## src/design/xml_reference_parser_core_defines.svh

```systemverilog
// assertion macros for the xml reference parser
`ifndef XML_REFERENCE_PARSER_CORE_DEFINES_SVH
`define XML_REFERENCE_PARSER_CORE_DEFINES_SVH

`ifndef SYNTH
`define XRP_ASSERT(lbl, clk, rst_n, prop) \
    lbl: assert property (@(posedge clk) disable iff (!(rst_n)) prop) \
        else $error("xrp assertion failed");
`define XRP_ASSERT_NEXT(lbl, clk, rst_n, cond, prop) \
    lbl: assert property (@(posedge clk) disable iff (!(rst_n)) (cond) |=> (prop)) \
        else $error("xrp assertion failed");
`else
`define XRP_ASSERT(lbl, clk, rst_n, prop)
`define XRP_ASSERT_NEXT(lbl, clk, rst_n, cond, prop)
`endif

`endif

```

## src/design/xrp_pkg.sv

```systemverilog
package xrp_pkg;

    localparam int CP_W = 21;
    localparam int ST_W = 3;
    localparam int PH_W = 3;
    localparam int MUL_W = CP_W + 4;

    localparam logic [CP_W-1:0] CP_MAX  = 21'h10FFFF;
    localparam logic [CP_W-1:0] CH_AMP  = 21'h000026;
    localparam logic [CP_W-1:0] CH_HASH = 21'h000023;
    localparam logic [CP_W-1:0] CH_X    = 21'h000078;
    localparam logic [CP_W-1:0] CH_SEMI = 21'h00003B;

    localparam logic [PH_W-1:0] PH_IDLE  = 3'd0;
    localparam logic [PH_W-1:0] PH_TYPE  = 3'd1;
    localparam logic [PH_W-1:0] PH_NAME  = 3'd2;
    localparam logic [PH_W-1:0] PH_CTYPE = 3'd3;
    localparam logic [PH_W-1:0] PH_DEC   = 3'd4;
    localparam logic [PH_W-1:0] PH_HEX   = 3'd5;

    localparam logic [ST_W-1:0] ST_CONSUMED = 3'd0;
    localparam logic [ST_W-1:0] ST_NAMECHAR = 3'd1;
    localparam logic [ST_W-1:0] ST_ENTDONE  = 3'd2;
    localparam logic [ST_W-1:0] ST_CHARDONE = 3'd3;
    localparam logic [ST_W-1:0] ST_ERROR    = 3'd4;

    typedef struct packed {
        logic name_start;
        logic name_char;
        logic dec_digit;
        logic hex_digit;
        logic [3:0] digit_val;
        logic xml_char;
    } t_char_class;

endpackage

```

## src/design/xrp_char_class.sv

```systemverilog
module xrp_char_class
    import xrp_pkg::*;
(
    input  logic [CP_W-1:0] i_code_point,
    input  logic [CP_W-1:0] i_acc_value,
    output t_char_class     o_class
);

    function automatic logic in_rng(input logic [CP_W-1:0] c, input logic [CP_W-1:0] lo,
                                    input logic [CP_W-1:0] hi);
        return (c >= lo) && (c <= hi);
    endfunction

    logic [CP_W-1:0] c;
    logic            start_c;
    logic            lower_hex;
    logic            upper_hex;

    assign c = i_code_point;

    assign start_c = (c == 21'h3A) || (c == 21'h5F) ||
                     in_rng(c, 21'h41, 21'h5A) || in_rng(c, 21'h61, 21'h7A) ||
                     in_rng(c, 21'hC0, 21'hD6) || in_rng(c, 21'hD8, 21'hF6) ||
                     in_rng(c, 21'hF8, 21'h2FF) || in_rng(c, 21'h370, 21'h37D) ||
                     in_rng(c, 21'h37F, 21'h1FFF) || in_rng(c, 21'h200C, 21'h200D) ||
                     in_rng(c, 21'h2070, 21'h218F) || in_rng(c, 21'h2C00, 21'h2FEF) ||
                     in_rng(c, 21'h3001, 21'hD7FF) || in_rng(c, 21'hF900, 21'hFDCF) ||
                     in_rng(c, 21'hFDF0, 21'hFFFD) || in_rng(c, 21'h10000, 21'hEFFFF);

    assign lower_hex = in_rng(c, 21'h61, 21'h66);
    assign upper_hex = in_rng(c, 21'h41, 21'h46);

    always_comb begin
        o_class.name_start = start_c;
        o_class.dec_digit  = in_rng(c, 21'h30, 21'h39);
        o_class.name_char  = start_c || (c == 21'h2D) || (c == 21'h2E) ||
                             o_class.dec_digit || (c == 21'hB7) ||
                             in_rng(c, 21'h300, 21'h36F) || in_rng(c, 21'h203F, 21'h2040);
        o_class.hex_digit  = o_class.dec_digit || lower_hex || upper_hex;
        o_class.digit_val  = o_class.dec_digit ? c[3:0] : c[3:0] + 4'd9;
        o_class.xml_char   = (i_acc_value == 21'h9) || (i_acc_value == 21'hA) ||
                             (i_acc_value == 21'hD) ||
                             in_rng(i_acc_value, 21'h20, 21'hD7FF) ||
                             in_rng(i_acc_value, 21'hE000, 21'hFFFD) ||
                             in_rng(i_acc_value, 21'h10000, CP_MAX);
    end

endmodule

```

## src/design/xml_reference_parser_core.sv

```systemverilog
// a result is registered and valid in the cycle after its item is accepted
// throughput: one item per cycle; the single output register is refilled
// in the cycle it is taken, so only a stalled output holds off input
// reset: i_rst_n low at a clock edge returns the parser to idle, clears
// the digit accumulator and drops the output valid
`include "xml_reference_parser_core_defines.svh"

module xml_reference_parser_core
    import xrp_pkg::*;
(
    input  logic            i_clk,
    input  logic            i_rst_n,
    input  logic            i_in_valid,
    output logic            o_in_ready,
    input  logic [CP_W-1:0] i_code_point,
    output logic            o_out_valid,
    input  logic            i_out_ready,
    output logic [ST_W-1:0] o_status,
    output logic [CP_W-1:0] o_value
);

    logic [PH_W-1:0] r_phase, n_phase;
    logic [CP_W-1:0] r_acc, n_acc;
    logic            r_seen, n_seen;
    logic            r_out_valid;
    logic [ST_W-1:0] r_status, n_status;
    logic [CP_W-1:0] r_value, n_value;

    t_char_class     cls;
    logic            accept;
    logic            is_hex;
    logic [MUL_W-1:0] mul;
    logic [MUL_W-1:0] sum;
    logic            digit_ok;

    xrp_char_class u_class (
        .i_code_point (i_code_point),
        .i_acc_value  (r_acc),
        .o_class      (cls)
    );

    assign o_in_ready = !r_out_valid || i_out_ready;
    assign accept     = i_in_valid && o_in_ready;

    // digit accumulate: acc * base + digit
    assign is_hex   = (r_phase == PH_HEX);
    assign mul      = is_hex ? {r_acc, 4'b0000}
                             : {1'b0, r_acc, 3'b000} + {3'b000, r_acc, 1'b0};
    assign sum      = mul + {{(MUL_W-4){1'b0}}, cls.digit_val};
    assign digit_ok = is_hex ? cls.hex_digit : cls.dec_digit;

    always_comb begin
        n_status = ST_ERROR;
        n_value  = i_code_point;
        n_phase  = PH_IDLE;
        n_acc    = r_acc;
        n_seen   = r_seen;
        unique case (r_phase) inside
            PH_TYPE: begin
                if (i_code_point == CH_HASH) begin
                    n_status = ST_CONSUMED;
                    n_value  = '0;
                    n_phase  = PH_CTYPE;
                end else if (cls.name_start) begin
                    n_status = ST_NAMECHAR;
                    n_phase  = PH_NAME;
                end
            end
            PH_NAME: begin
                if (i_code_point == CH_SEMI) begin
                    n_status = ST_ENTDONE;
                    n_value  = '0;
                end else if (cls.name_char) begin
                    n_status = ST_NAMECHAR;
                    n_phase  = PH_NAME;
                end
            end
            PH_CTYPE: begin
                if (i_code_point == CH_X) begin
                    n_status = ST_CONSUMED;
                    n_value  = '0;
                    n_phase  = PH_HEX;
                    n_acc    = '0;
                    n_seen   = 1'b0;
                end else if (cls.dec_digit) begin
                    n_status = ST_CONSUMED;
                    n_value  = '0;
                    n_phase  = PH_DEC;
                    n_acc    = {{(CP_W-4){1'b0}}, cls.digit_val};
                    n_seen   = 1'b1;
                end
            end
            PH_DEC, PH_HEX: begin
                if (i_code_point == CH_SEMI) begin
                    if (r_seen && cls.xml_char) begin
                        n_status = ST_CHARDONE;
                        n_value  = r_acc;
                    end
                end else if (digit_ok && (sum <= {{(MUL_W-CP_W){1'b0}}, CP_MAX})) begin
                    n_status = ST_CONSUMED;
                    n_value  = '0;
                    n_phase  = r_phase;
                    n_acc    = sum[CP_W-1:0];
                    n_seen   = 1'b1;
                end
            end
            default: begin
                if (i_code_point == CH_AMP) begin
                    n_status = ST_CONSUMED;
                    n_value  = '0;
                    n_phase  = PH_TYPE;
                end
            end
        endcase
        if (n_phase == PH_IDLE) begin
            n_acc  = '0;
            n_seen = 1'b0;
        end
    end

    always_ff @(posedge i_clk) begin
        if (!i_rst_n) begin
            r_phase     <= PH_IDLE;
            r_acc       <= '0;
            r_seen      <= 1'b0;
            r_out_valid <= 1'b0;
        end else begin
            if (accept) begin
                r_phase <= n_phase;
                r_acc   <= n_acc;
                r_seen  <= n_seen;
            end
            if (accept) begin
                r_out_valid <= 1'b1;
            end else if (i_out_ready) begin
                r_out_valid <= 1'b0;
            end
        end
    end

    always_ff @(posedge i_clk) begin
        if (accept) begin
            r_status <= n_status;
            r_value  <= n_value;
        end
    end

    assign o_out_valid = r_out_valid;
    assign o_status    = r_status;
    assign o_value     = r_value;

    `XRP_ASSERT(a_idle_clear, i_clk, i_rst_n, (r_phase == PH_IDLE) |-> (!r_seen && (r_acc == '0)))
    `XRP_ASSERT(a_acc_range, i_clk, i_rst_n, r_acc <= CP_MAX)
    `XRP_ASSERT(a_dec_seen, i_clk, i_rst_n, (r_phase == PH_DEC) |-> r_seen)
    `XRP_ASSERT_NEXT(a_err_idle, i_clk, i_rst_n, accept && (n_status == ST_ERROR), (r_phase == PH_IDLE) && o_out_valid && (o_status == ST_ERROR))

endmodule

```

## config.mk

```make
export PLATFORM = sky130hd
export DESIGN_NAME = xml_reference_parser_core
export DESIGN_NICKNAME = d
export VERILOG_FILES = /design/src/design/xrp_pkg.sv /design/src/design/xrp_char_class.sv /design/src/design/xml_reference_parser_core.sv
export VERILOG_INCLUDE_DIRS = /design/src /design/src/design
export SDC_FILE = /design/constraint.sdc
export NUM_CORES = 1
export LEC_CHECK = 0
export BUFFER_PORTS_ARGS = -buffer_cell sky130_fd_sc_hd__buf_2
export CORE_UTILIZATION = 60
export CTS_CLUSTER_SIZE = 24
export DETAILED_ROUTE_END_ITERATION = 8
export GPL_TIMING_DRIVEN = 0
export PLACE_DENSITY = 0.82
export SLEW_MARGIN = 20
export SYNTH_ARGS = -nofsm -noshare
export SYNTH_HDL_FRONTEND = slang
export SYNTH_SLANG_ARGS = --single-unit
```

## constraint.sdc

```tcl
create_clock -name i_clk -period 5.4 [get_ports i_clk]
set_clock_uncertainty 0.05 [all_clocks]
set_input_delay 0.54 -clock i_clk [delete_from_list [all_inputs] [get_ports i_clk]]
set_output_delay 0.54 -clock i_clk [all_outputs]
set_load 0.02 [all_outputs]
```

== Word level (Yosys, flattened, before mapping) ==
Index checks and enable logic that the tools add are counted.

* Flip-flop bits (word level): 50
* Input port bits: 25

* Add/sub/neg operators: 3
* Order comparisons: 43
* Eq/ne operators: 20
* Mux-type cells: 47
* Reductions and logical operators: 60

{| class="wikitable"
|+ Operators with widths
! kind !! number
|-
| 21-bit two-way mux || 13
|-
| 21-bit by 6-bit equality test with 1-bit output, second input constant || 6
|-
| 21-bit by 14-bit greater-or-equal comparator with 1-bit output, second input constant || 5
|-
| 21-bit by 16-bit less-or-equal comparator with 1-bit output, second input constant || 5
|-
| 21-bit by 14-bit less-or-equal comparator with 1-bit output, second input constant || 4
|-
| 21-bit by 7-bit less-or-equal comparator with 1-bit output, second input constant || 4
|-
| 21-bit one-hot mux with 4 select lines || 1
|-
| 21-bit by 4-bit equality test with 1-bit output, second input constant || 3
|-
| 21-bit by 10-bit greater-or-equal comparator with 1-bit output, second input constant || 3
|-
| 21-bit by 16-bit greater-or-equal comparator with 1-bit output, second input constant || 3
|-
| 21-bit by 8-bit greater-or-equal comparator with 1-bit output, second input constant || 3
|-
| 21-bit by 10-bit less-or-equal comparator with 1-bit output, second input constant || 3
|-
| 21-bit by 7-bit equality test with 1-bit output, second input constant || 2
|-
| 21-bit by 17-bit greater-or-equal comparator with 1-bit output, second input constant || 2
|-
| 21-bit by 6-bit greater-or-equal comparator with 1-bit output, second input constant || 2
|-
| 21-bit by 7-bit greater-or-equal comparator with 1-bit output, second input constant || 2
|-
| 21-bit by 8-bit less-or-equal comparator with 1-bit output, second input constant || 2
|-
| 3-bit two-way mux || 14
|-
| 21-bit one-hot mux with 2 select lines || 1
|-
| 1-bit logical OR || 29
|-
| 24-bit by 22-bit adder with 25-bit output || 1
|-
| 25-bit by 4-bit adder with 25-bit output || 1
|-
| 25-bit by 21-bit less-or-equal comparator with 1-bit output, second input constant || 1
|-
| 1-bit logical AND || 25
|-
| 23 further kinds || 38
|}

== Logic depth before layout (Yosys ltp) ==
Gate-level depths: netlist (run 1).

* Depth in word-level cells: 28
* Mapped depth: 21

== Hierarchy ==
A second synthesis (run 1) with hierarchy kept.

* Cells, all modules: 764
* Area total of the unflattened synthesis: 5850.6 um2

{| class="wikitable"
|+ By module, submodules not included
! module !! times used !! cells each !! area each (um2) !! seq. area each (um2)
|-
| xml_reference_parser_core || 1 || 529 || 4398.0 || 1241.2
|-
| xrp_char_class || 1 || 235 || 1452.6 || 0.0
|}

== Least setup slack after synthesis (run 1) ==
No wires, ideal clock.

* Path type: in2reg
* From: in i_code_point[13]
* To: reg r_acc[7]
* Arrival: 4.904 ns
* Data required time: 5.265 ns
* Slack: 0.361 ns
* Cell stages on the path: 19
* Path buffers: 4
* Cells stage by stage: buf_2 -> nor4_2 -> nand3_2 -> o32a_1 -> clkbuf_1 -> nand2_1 -> o21ai_0 -> ha_1 -> fa_1 -> nand4b_1 -> a21o_1 -> a31oi_1 -> or4_1 -> a211oi_1 -> nor2_1 -> or4_1 -> buf_2 -> buf_6 -> o31ai_2

* Word-level cells in the longest chain between the ends: 28

{| class="wikitable"
|+ RTL lines
! what !! line !! text
|-
| from (decl) || xml_reference_parser_core.sv:15 || <nowiki>input logic [CP_W-1:0] i_code_point,</nowiki>
|-
| branches (longest 28 deep; another with 25-bit by 4-bit adder with 25-bit output) || -- ||
|-
| to (signal assigned) || xml_reference_parser_core.sv:130 || <nowiki>r_acc <= n_acc;</nowiki>
|-
| to (decl) || xml_reference_parser_core.sv:23 || <nowiki>logic [CP_W-1:0] r_acc, n_acc;</nowiki>
|}

Parallel ways; which one is timed is not known. The select of a mux whose other input is x is not followed.
A chain may end at the register's enable or synchronous reset.

== Worst setup path in the final report (run 1) ==
* From: in i_code_point[10]
* To: reg r_acc[9]

The elaborated chain is that of the path after synthesis.

==> results.md, run 1 <==
- After clock tree synthesis, the flow added hold-fix buffers numbering 0.
- The die height is 100.4 µm.
- The average vias per placed instance is 6.976.
- For this design, the slowest cell found on the critical path is or4_1.
- The sum of net half-perimeters after detailed placement is 15160 µm.
- The final number of hold-violating endpoints is 0.
- In the synthesized netlist, the number of instances is 769.
- The routability congestion estimate is 0.9866.
- TritonCTS built the clock tree.
- The first detailed-routing pass ran for 5 iterations.
- The clock passes through at most 2 buffers.
- The distinct cell type count of the synthesized netlist is 83.
- The maximum net fanout on the critical path is 10.
- The leading cell type in the layout, fill and taps excluded is nand2_1.
- The number of antenna diodes is 0.
- Row generation in the floorplan step produced 35 rows.
- The initial antenna violation count is 0.
- The count of synthesis-stage warnings from yosys is 0.
- Counting every net in the synthesized netlist gives 823.
- The path class of the tightest hold or removal check is input pin to flop.
- The number of buffer and inverter instances along the worst setup path is 4.
- Summed over its instances, the top area cell type makes up 12.42% of the synthesized netlist area.
- The initial cell density of the core is 62.52%.
- The proportion of layout cells with a drive suffix above 1 is 13.44%.
- During placement, the flow inserted port buffers numbering 44.
- The worst register-to-register path begins at r_phase[2]$_SDFFE_PN0P_.
- The number of nets at the end of the flow is 879.
- STA classifies the critical path startpoint as an input pin.
- Setup violations remaining at the end of the flow were counted as 0.
- The largest single stage delay on the critical path is 0.58 ns.
- Compared with the post-synthesis result, the final layout area differs by 10.20%.
- 51 I/O pins were placed.
- The endpoint class of the critical path is a flop.
- The top cell types in the final layout, fill and taps aside, are 103 x nand2_1, 64 x nor2_1, 47 x buf_2.
- Entering global routing, the biggest net connects 34 pins.
- The final clock period utilization by the worst path is 96.38%.
- By area the synthesized netlist is led by edfxtp_1 12%, dfxtp_1 9.0%, nand2_1 6.7%.
- Yosys mapped a number of flops with a built-in enable equal to 24.
- For this block, the via count after detailed routing is 6662.
- The first-pass GRT wire length is 30970 µm.
- In this run the most critical hold path is launched from i_in_valid.
- The number of global-route vias before repair is 6169.
- After detailed routing, the number of remaining DRC violations is 0.
- edfxtp_1 takes more of the synthesized area than any other cell.
- The count of routing violations after the opening detailed-route iteration is 705.
- The top achievable clock speed is 192.1 MHz.
- The sequential element share of the synthesized area is 21.38%.
- The later-pin clock latency in the skew report is 0.32 ns.
- TritonCTS created 5 clock buffers.
- The critical path is of the input pin to flop type.
- The maximum VDD drop is 0.09844 mV.
- In this run the power density over the cells is 132.9 nW/µm².
- Setup repair after global routing left no endpoint under its margin.
- The number of flip-flops and latches in the synthesized netlist is 50.
- The count of nets left with antenna violations after detail routing is 0.
- The final critical path time including I/O delays and setup is 5.204 ns.
- The pin slew with the least headroom to its limit is 0.8127 ns.
- Global routing consumed, over all layers together, 38.99% of the routing resources.
- The overall die width is 100.4 µm.
- The final count of pins violating max slew is 0.
- The root cell of the clock tree is clkbuf_8.
- The max-cap check violation count is 0.
- The utilization of the core after routing is 68.89%.
- The total leakage power is 2.574 nW.
- The run finished with clean final reports.
- The H-tree level count is 2.
- Data on the critical path is required at its endpoint by 5.58 ns.
- The share of synthesized registers carrying an async set or reset is 0%.
- The critical path goes through buf_2, nor4_4, nand3_2, o32a_1, clkbuf_4, nand2_1, o21ai_0, ha_1, fa_2, nand4b_1, a21o_1, a31oi_2, or4_1, a211oi_1, nor2_1, or4_1, buf_2, buf_6, o31ai_2.
- Summed over all layers, the global routing overflow is 0.
- The most frequently used flop master after synthesis is dfxtp_1.
- The synthesized netlist occupies a cell area of 5804 µm².
- The synthesized area per cell is 7.548 µm².
- In the final routed layout, each cell accounts on average for 20.52 µm.
- The core region is 9284 µm².
- Clock tree synthesis found a total of 50 sinks.
- The launching element of the worst setup path is i_code_point[10].
- Clock-pin slew was measured on the worst setup and hold paths at 0.11 ns.
- The kind of cell adding the most delay to the critical path is simple AND/OR/NAND/NOR gates.
- The data arrival time of the worst path is 5.39 ns.
- Wires add up to 19600 µm.
- The power after layout is 0.8500 mW.
- The floorplan step defined a die boundary enclosing 10070 µm².
- The max-slew headroom at the worst pin is 45.82%.
-- power breakdown --
group	total (mW)	leakage [nW]	switching (mW)	internal, mW
logic	0.191	2.08	0.133	0.0585
registers	0.418	0.443	0.00392	0.414
clock network	0.241	0.0489	0.146	0.0943
total	0.850	2.57	0.283	0.567
-- cells in the mapped netlist (all sizes together) (18+ instances only) --
cell type  number
a21o           31
a21oi          41
a31oi          23
clkbuf         38
dfxtp          26
edfxtp         24
ha             27
nand2         103
nand3          32
nor2           65
nor4           18
o21ai          36
o31ai          29
xnor2          19
-- worst paths after layout --
path	endpoint	slack (ns)	cells past startpoint
hold reg to reg	r_seen$_SDFFE_PN0P_	0.46	2
setup reg to reg	r_acc[9]$_SDFFE_PN0P_	0.21	17
setup / recovery	r_acc[9]$_SDFFE_PN0P_	0.20	19
hold / removal	o_out_valid$_SDFFE_PN0P_	0.43	3
-- per-stage QoR --
| step | cell area (µm²) | setup TNS [ns] | hold WS [ns] | instances | setup slack, ns |
|---|---|---|---|---|---|
| detailed placement | 6187 | -26.00 | 0.4216 | 942 | -1.022 |
| floorplan | 5804 | 0 | 0.3946 | 769 | 0.3610 |
| finish | 6396 | 0 | 0.4286 | 955 | 0.1957 |
| global route | 6396 | 0 | 0.4346 | 955 | 0.002860 |
| global placement | 6186 | -22.21 | 0.4176 | 942 | -0.9087 |
| CTS | 6330 | 0 | 0.4410 | 952 | 0.006028 |
-- flip-flops by register name, indices dropped and copies added, names as in the netlist --
name and flops:
r_acc 21, o_value 21, o_status 3, o_out_valid 1, r_phase 3, r_seen 1
-- cell families (layout without fill, tap and decap cells) --
family | count (synthesis) | in the layout | share of synthesized area (%)
compound gates | 249 | 249 | 30.72
mux | 12 | 12 | 2.134
simple gates | 337 | 337 | 30.37
fa+ha+maj | 29 | 29 | 6.510
buf+inv | 62 | 119 | 4.354
flops | 50 | 50 | 21.38
xor+xnor | 30 | 30 | 4.527
-- worst reg2reg max path: cells and delay by family (launching register included) --
| family | cells | cell delay [ns] |
|---|---|---|
| AND/OR/NAND/NOR | 6 | 1.83 |
| AO/OA/AOI/OAI | 4 | 0.89 |
| flip-flops | 1 | 0.34 |
| buffers and inverters | 5 | 1.37 |
| adder cells (fa/ha/maj) | 2 | 0.63 |
-- routing by layer --
metal  up-vias  wire length (µm)  part of all wire [%]  track usage [%]
met5         -                 0                     0                0
met3        67              2196                    11            7.730
li1       3053                 -                     -                -
met1      3121              7932                    40            52.35
met2       421              8750                    45            61.91
met4         0               715                   3.6            14.49
-- cell type report --
class	count	area, µm²
plain buffers	45	198.9
clock buffers	5	68.82
clock inverters	3	22.52
fillers	812	2888
inverters	15	56.30
multi-input cells	657	4372
flip-flops and latches	50	1241
well taps	129	161.4
repair buffers	51	275.3
-- what timing repair did --
action / in CTS / in global routing
resized for setup: 6 / 14
cloned: 0 / 0
pin swaps: 4 / 2
setup endpoints to repair: 32 / 32
buffers inserted: 4 / 3
hold endpoints to repair: 0 / 0
No activity file was read; power rests on OpenSTA's default activity.
==> run 2, diff against run 1 <==
Settings changed: RECOVER_POWER set to 50, SETUP_SLACK_MARGIN set to 0.4.
==> run 2 against run 1 <==
  * Count of clock-buffer cells in the layout up 1
  * The run now ends with capacitance limit, slew limit left
  * Critical endpoint is now r_acc[3]$_SDFFE_PN0P_
  * Final cell count increased by 2.0%
  * Clock power down 8.3%
  * First-iteration DRC count grew 6.8%
==> results.md, run 2 (synthesis gave the netlist of run 1 again) <==
- The flow ran to the end, but the final reports show violations.
- The final reports fail on capacitance limit, slew limit.
- The count of routing violations after the opening detailed-route iteration is 753 (+6.8%).
- The final clock period utilization by the worst path is 91.24% (-5.1 points).
- The total of endpoints with negative setup slack in the final report is 0 (unchanged).
- The total leakage power is 2.636 nW (+2.4%).
- The number of remaining DRC errors is 0 (unchanged).
- The power per standard cell area is 126.0 nW/µm² (-5.2%).
- The final number of hold-violating endpoints was 0 (unchanged).
- The summed negative setup slack over all endpoints is 0 ns (unchanged).
- The worst register-to-register path ends at r_acc[15]$_SDFFE_PN0P_.
- The library cells used most frequently in the layout, excluding fill and tap cells, are 101 x nand2_1, 64 x nor2_1, 57 x clkbuf_1.
- The max-cap check violation count is 1 (+1).
- The number of clock sinks was 50 (unchanged).
- The post-synthesis to final-layout area growth is 14.64%.
- The biggest cell delay along the critical path came to 0.66 ns (+0.08 ns).
- The average vias per placed instance is 6.960 (-0.23%).
- The sum of net half-perimeters after detailed placement is 15030 µm (-0.83%).
- The number of nets at the end of the flow is 898 (+2.2%).
- In this run the critical register-to-register path is launched from r_acc[4]$_SDFFE_PN0P_.
- The routability congestion estimate was 0.9944 (+0.79%).
- The hold-critical path endpoint is o_out_valid$_SDFFE_PN0P_.
- The critical path data required time is 5.53 ns (-0.05 ns).
- The number of global-route vias before repair was 6225 (+0.91%).
- In this run the most critical hold path is launched from i_in_valid.
- The proportion of layout cells with a drive suffix above 1 came to 13.73% (+0.29 points).
- The detailed-route wire length per cell is 20.79 µm (+1.3%).
- The via count was 6779 (+1.8%).
- The initial cell density of the core is 62.52% (unchanged).
- The die height is 100.4 µm (unchanged).
- The endpoint class of the critical path is a flop.
- The maximum VDD drop is 0.1259 mV (+28%).
- The number of buffers created by CTS is 5 (unchanged).
- The first-pass GRT wire length is 31880 µm (+2.9%).
- The max-slew headroom at the worst pin is -20.77% (-67 points).
- The leading cell type in the layout, fill and taps excluded is nand2_1.
- The count of nets left with antenna violations after detail routing was 0 (unchanged).
- The global route total overflow is 0 (unchanged).
- The wire length after detailed routing is 20250 µm (+3.3%).
- The slowest stage of the critical path belongs to the cell a2111oi_0.
- The number of standard cells in the layout, taps in and fillers out came to 974 (+2.0%).
- The root cell of the clock tree is clkbuf_8.
- The area of the core is 9284 µm² (unchanged).
- The overall die width is 100.4 µm (unchanged).
- The register clock-pin slew on the reported worst setup and hold paths is 0.10 ns (about the same).
- The die area is 10070 µm² (unchanged).
- TritonCTS built the clock tree.
- The number of cells on the worst hold path came to 3 (unchanged).
- The most critical setup path has its startpoint at i_code_point[0].
- The H-tree level count is 2 (unchanged).
- The final count of pins violating max slew was 34 (+34).
- The number of buffer and inverter instances along the worst setup path came to 3 (-1).
- Traced cell by cell, the critical path runs through buf_2, clkbuf_1, nand4_1, nor3b_1, a31oi_1, o21ai_0, nand4_1, a2111oi_0, nand4_1, a2111oi_0, and4b_1, clkbuf_1, a32oi_1, o21ai_1.
- The initial antenna violation count is 0 (unchanged).
- The cell depth of the worst flop-to-flop path is 15 (-2).
- The number of buffers on the longest clock path is 2 (unchanged).
- The cell area after layout is 6654 µm² (+4.0%).
- The data arrival time of the worst path is 5.06 ns (-0.33 ns).
- The later-pin clock latency in the skew report is 0.30 ns (-0.02 ns).
- The number of instances in the placed design came to 942 (unchanged).
- The worst min-delay path category is input pin to flop.
- The number of buffers inserted by hold repair at cts is 0 (unchanged).
- The count of standard-cell rows is 35 (unchanged).
- The cell area reported after detailed placement came to 6205 µm² (+0.28%).
- The number of buffers added on ports is 44 (unchanged).
- The final critical path time including I/O delays and setup is 4.927 ns (-0.2772 ns).
- The kind of cell with the highest combined delay along the critical path is compound AO/OA/AOI/OAI gates.
- The number of top-level pins is 51 (unchanged).
- The first-pass detailed-route iteration total is 6 (+1).
- Setup repair after global routing left no endpoint under its margin.
- The top achievable clock speed is 203.0 MHz (+5.6%).
- The cell that appears most often on the critical path is nand4_1.
- The type of the worst setup path is input pin to flop.
- The maximum net fanout on the critical path is 10 (unchanged).
- The maximum number of pins on one net before global-route repair is 34 (unchanged).
- The worst setup path is launched from an input pin.
- The register-to-register path setup slack came to 0.49 ns (+0.28 ns).
- The number of gates on the worst path with buffers counted is 14 (-5).
- The pin slew with the least headroom to its limit is 1.812 ns (+0.9988 ns).
- The number of antenna diodes is 0 (unchanged).
- The total global routing track utilization is 40.28% (+1.3 points).
run 2: cell count changes in the layout (fill, tap and decap cells not counted), moves of 3 or more:
cell,delta
clkbuf_1,+26
buf_4,+17
o31ai_4,+3
o31ai_2,-3
buf_2,-26
run 2: stage by stage:
stage	utilization, %	setup WS [ns]	total power [mW]	hold WS (ns)
3_5_place_dp	66.83	-0.7811	0.6093	0.4667
2_1_floorplan	-	0.4190	0.5466	0.3946
3_3_place_gp	66.82	-0.8004	0.6068	0.4650
5_1_grt	71.67	0.3550	0.8708	0.4691
6_report	71.67	0.4730	0.8382	0.4445
4_1_cts	70.27	0.4092	0.8323	0.4438
run 2: cell type report:
cell class | instances | area (µm²)
well taps | 129 | 161.4
fillers | 807 | 2630
plain buffers | 47 | 230.2
inverters | 15 | 56.30
repair buffers | 68 | 370.4
clock inverters | 2 | 13.76
clock buffers | 6 | 72.57
multi-input cells | 657 | 4507
flip-flops and latches | 50 | 1242
run 2: how the worst max path moves through the flow:
stage                                        end  slack, ns
after detailed placement    o_value[3]$_DFFE_PP_      -0.78
after global routing       r_acc[8]$_SDFFE_PN0P_       0.35
after floorplan            r_acc[7]$_SDFFE_PN0P_       0.42
final                      r_acc[3]$_SDFFE_PN0P_       0.47
after global placement      o_value[3]$_DFFE_PP_      -0.80
after CTS                 r_acc[14]$_SDFFE_PN0P_       0.41
run 2: metal layers:
layer / track usage [%] / vias up / wire length, µm
met2: 64.70 / 445 / 9057
met1: 55.61 / 3191 / 8516
met3: 6.755 / 43 / 2253
li1: - / 3100 / -
met5: 0 / - / 0
met4: 11.59 / 0 / 423
run 2: what timing repair did:
action	CTS	global route
pin swaps	9	13
setup buffers	15	9
setup endpoints to repair	32	32
resized for setup	29	20
run 2: worst reg2reg max path: cells and delay by family, from the launching register on:
| kind | cells | cell delay (ns) |
|---|---|---|
| fa+ha+maj | 1 | 0.30 |
| compound gates | 6 | 1.61 |
| flops | 1 | 0.55 |
| simple gates | 4 | 1.66 |
| buf+inv | 3 | 0.50 |
| xor+xnor | 1 | 0.14 |
run 2: power breakdown:
part | total (mW) | internal [mW] | switching (mW) | leakage, nW
combinational | 0.198 | 0.0606 | 0.137 | 2.15
clock | 0.221 | 0.0919 | 0.129 | 0.0452
sequential | 0.419 | 0.415 | 0.00458 | 0.444
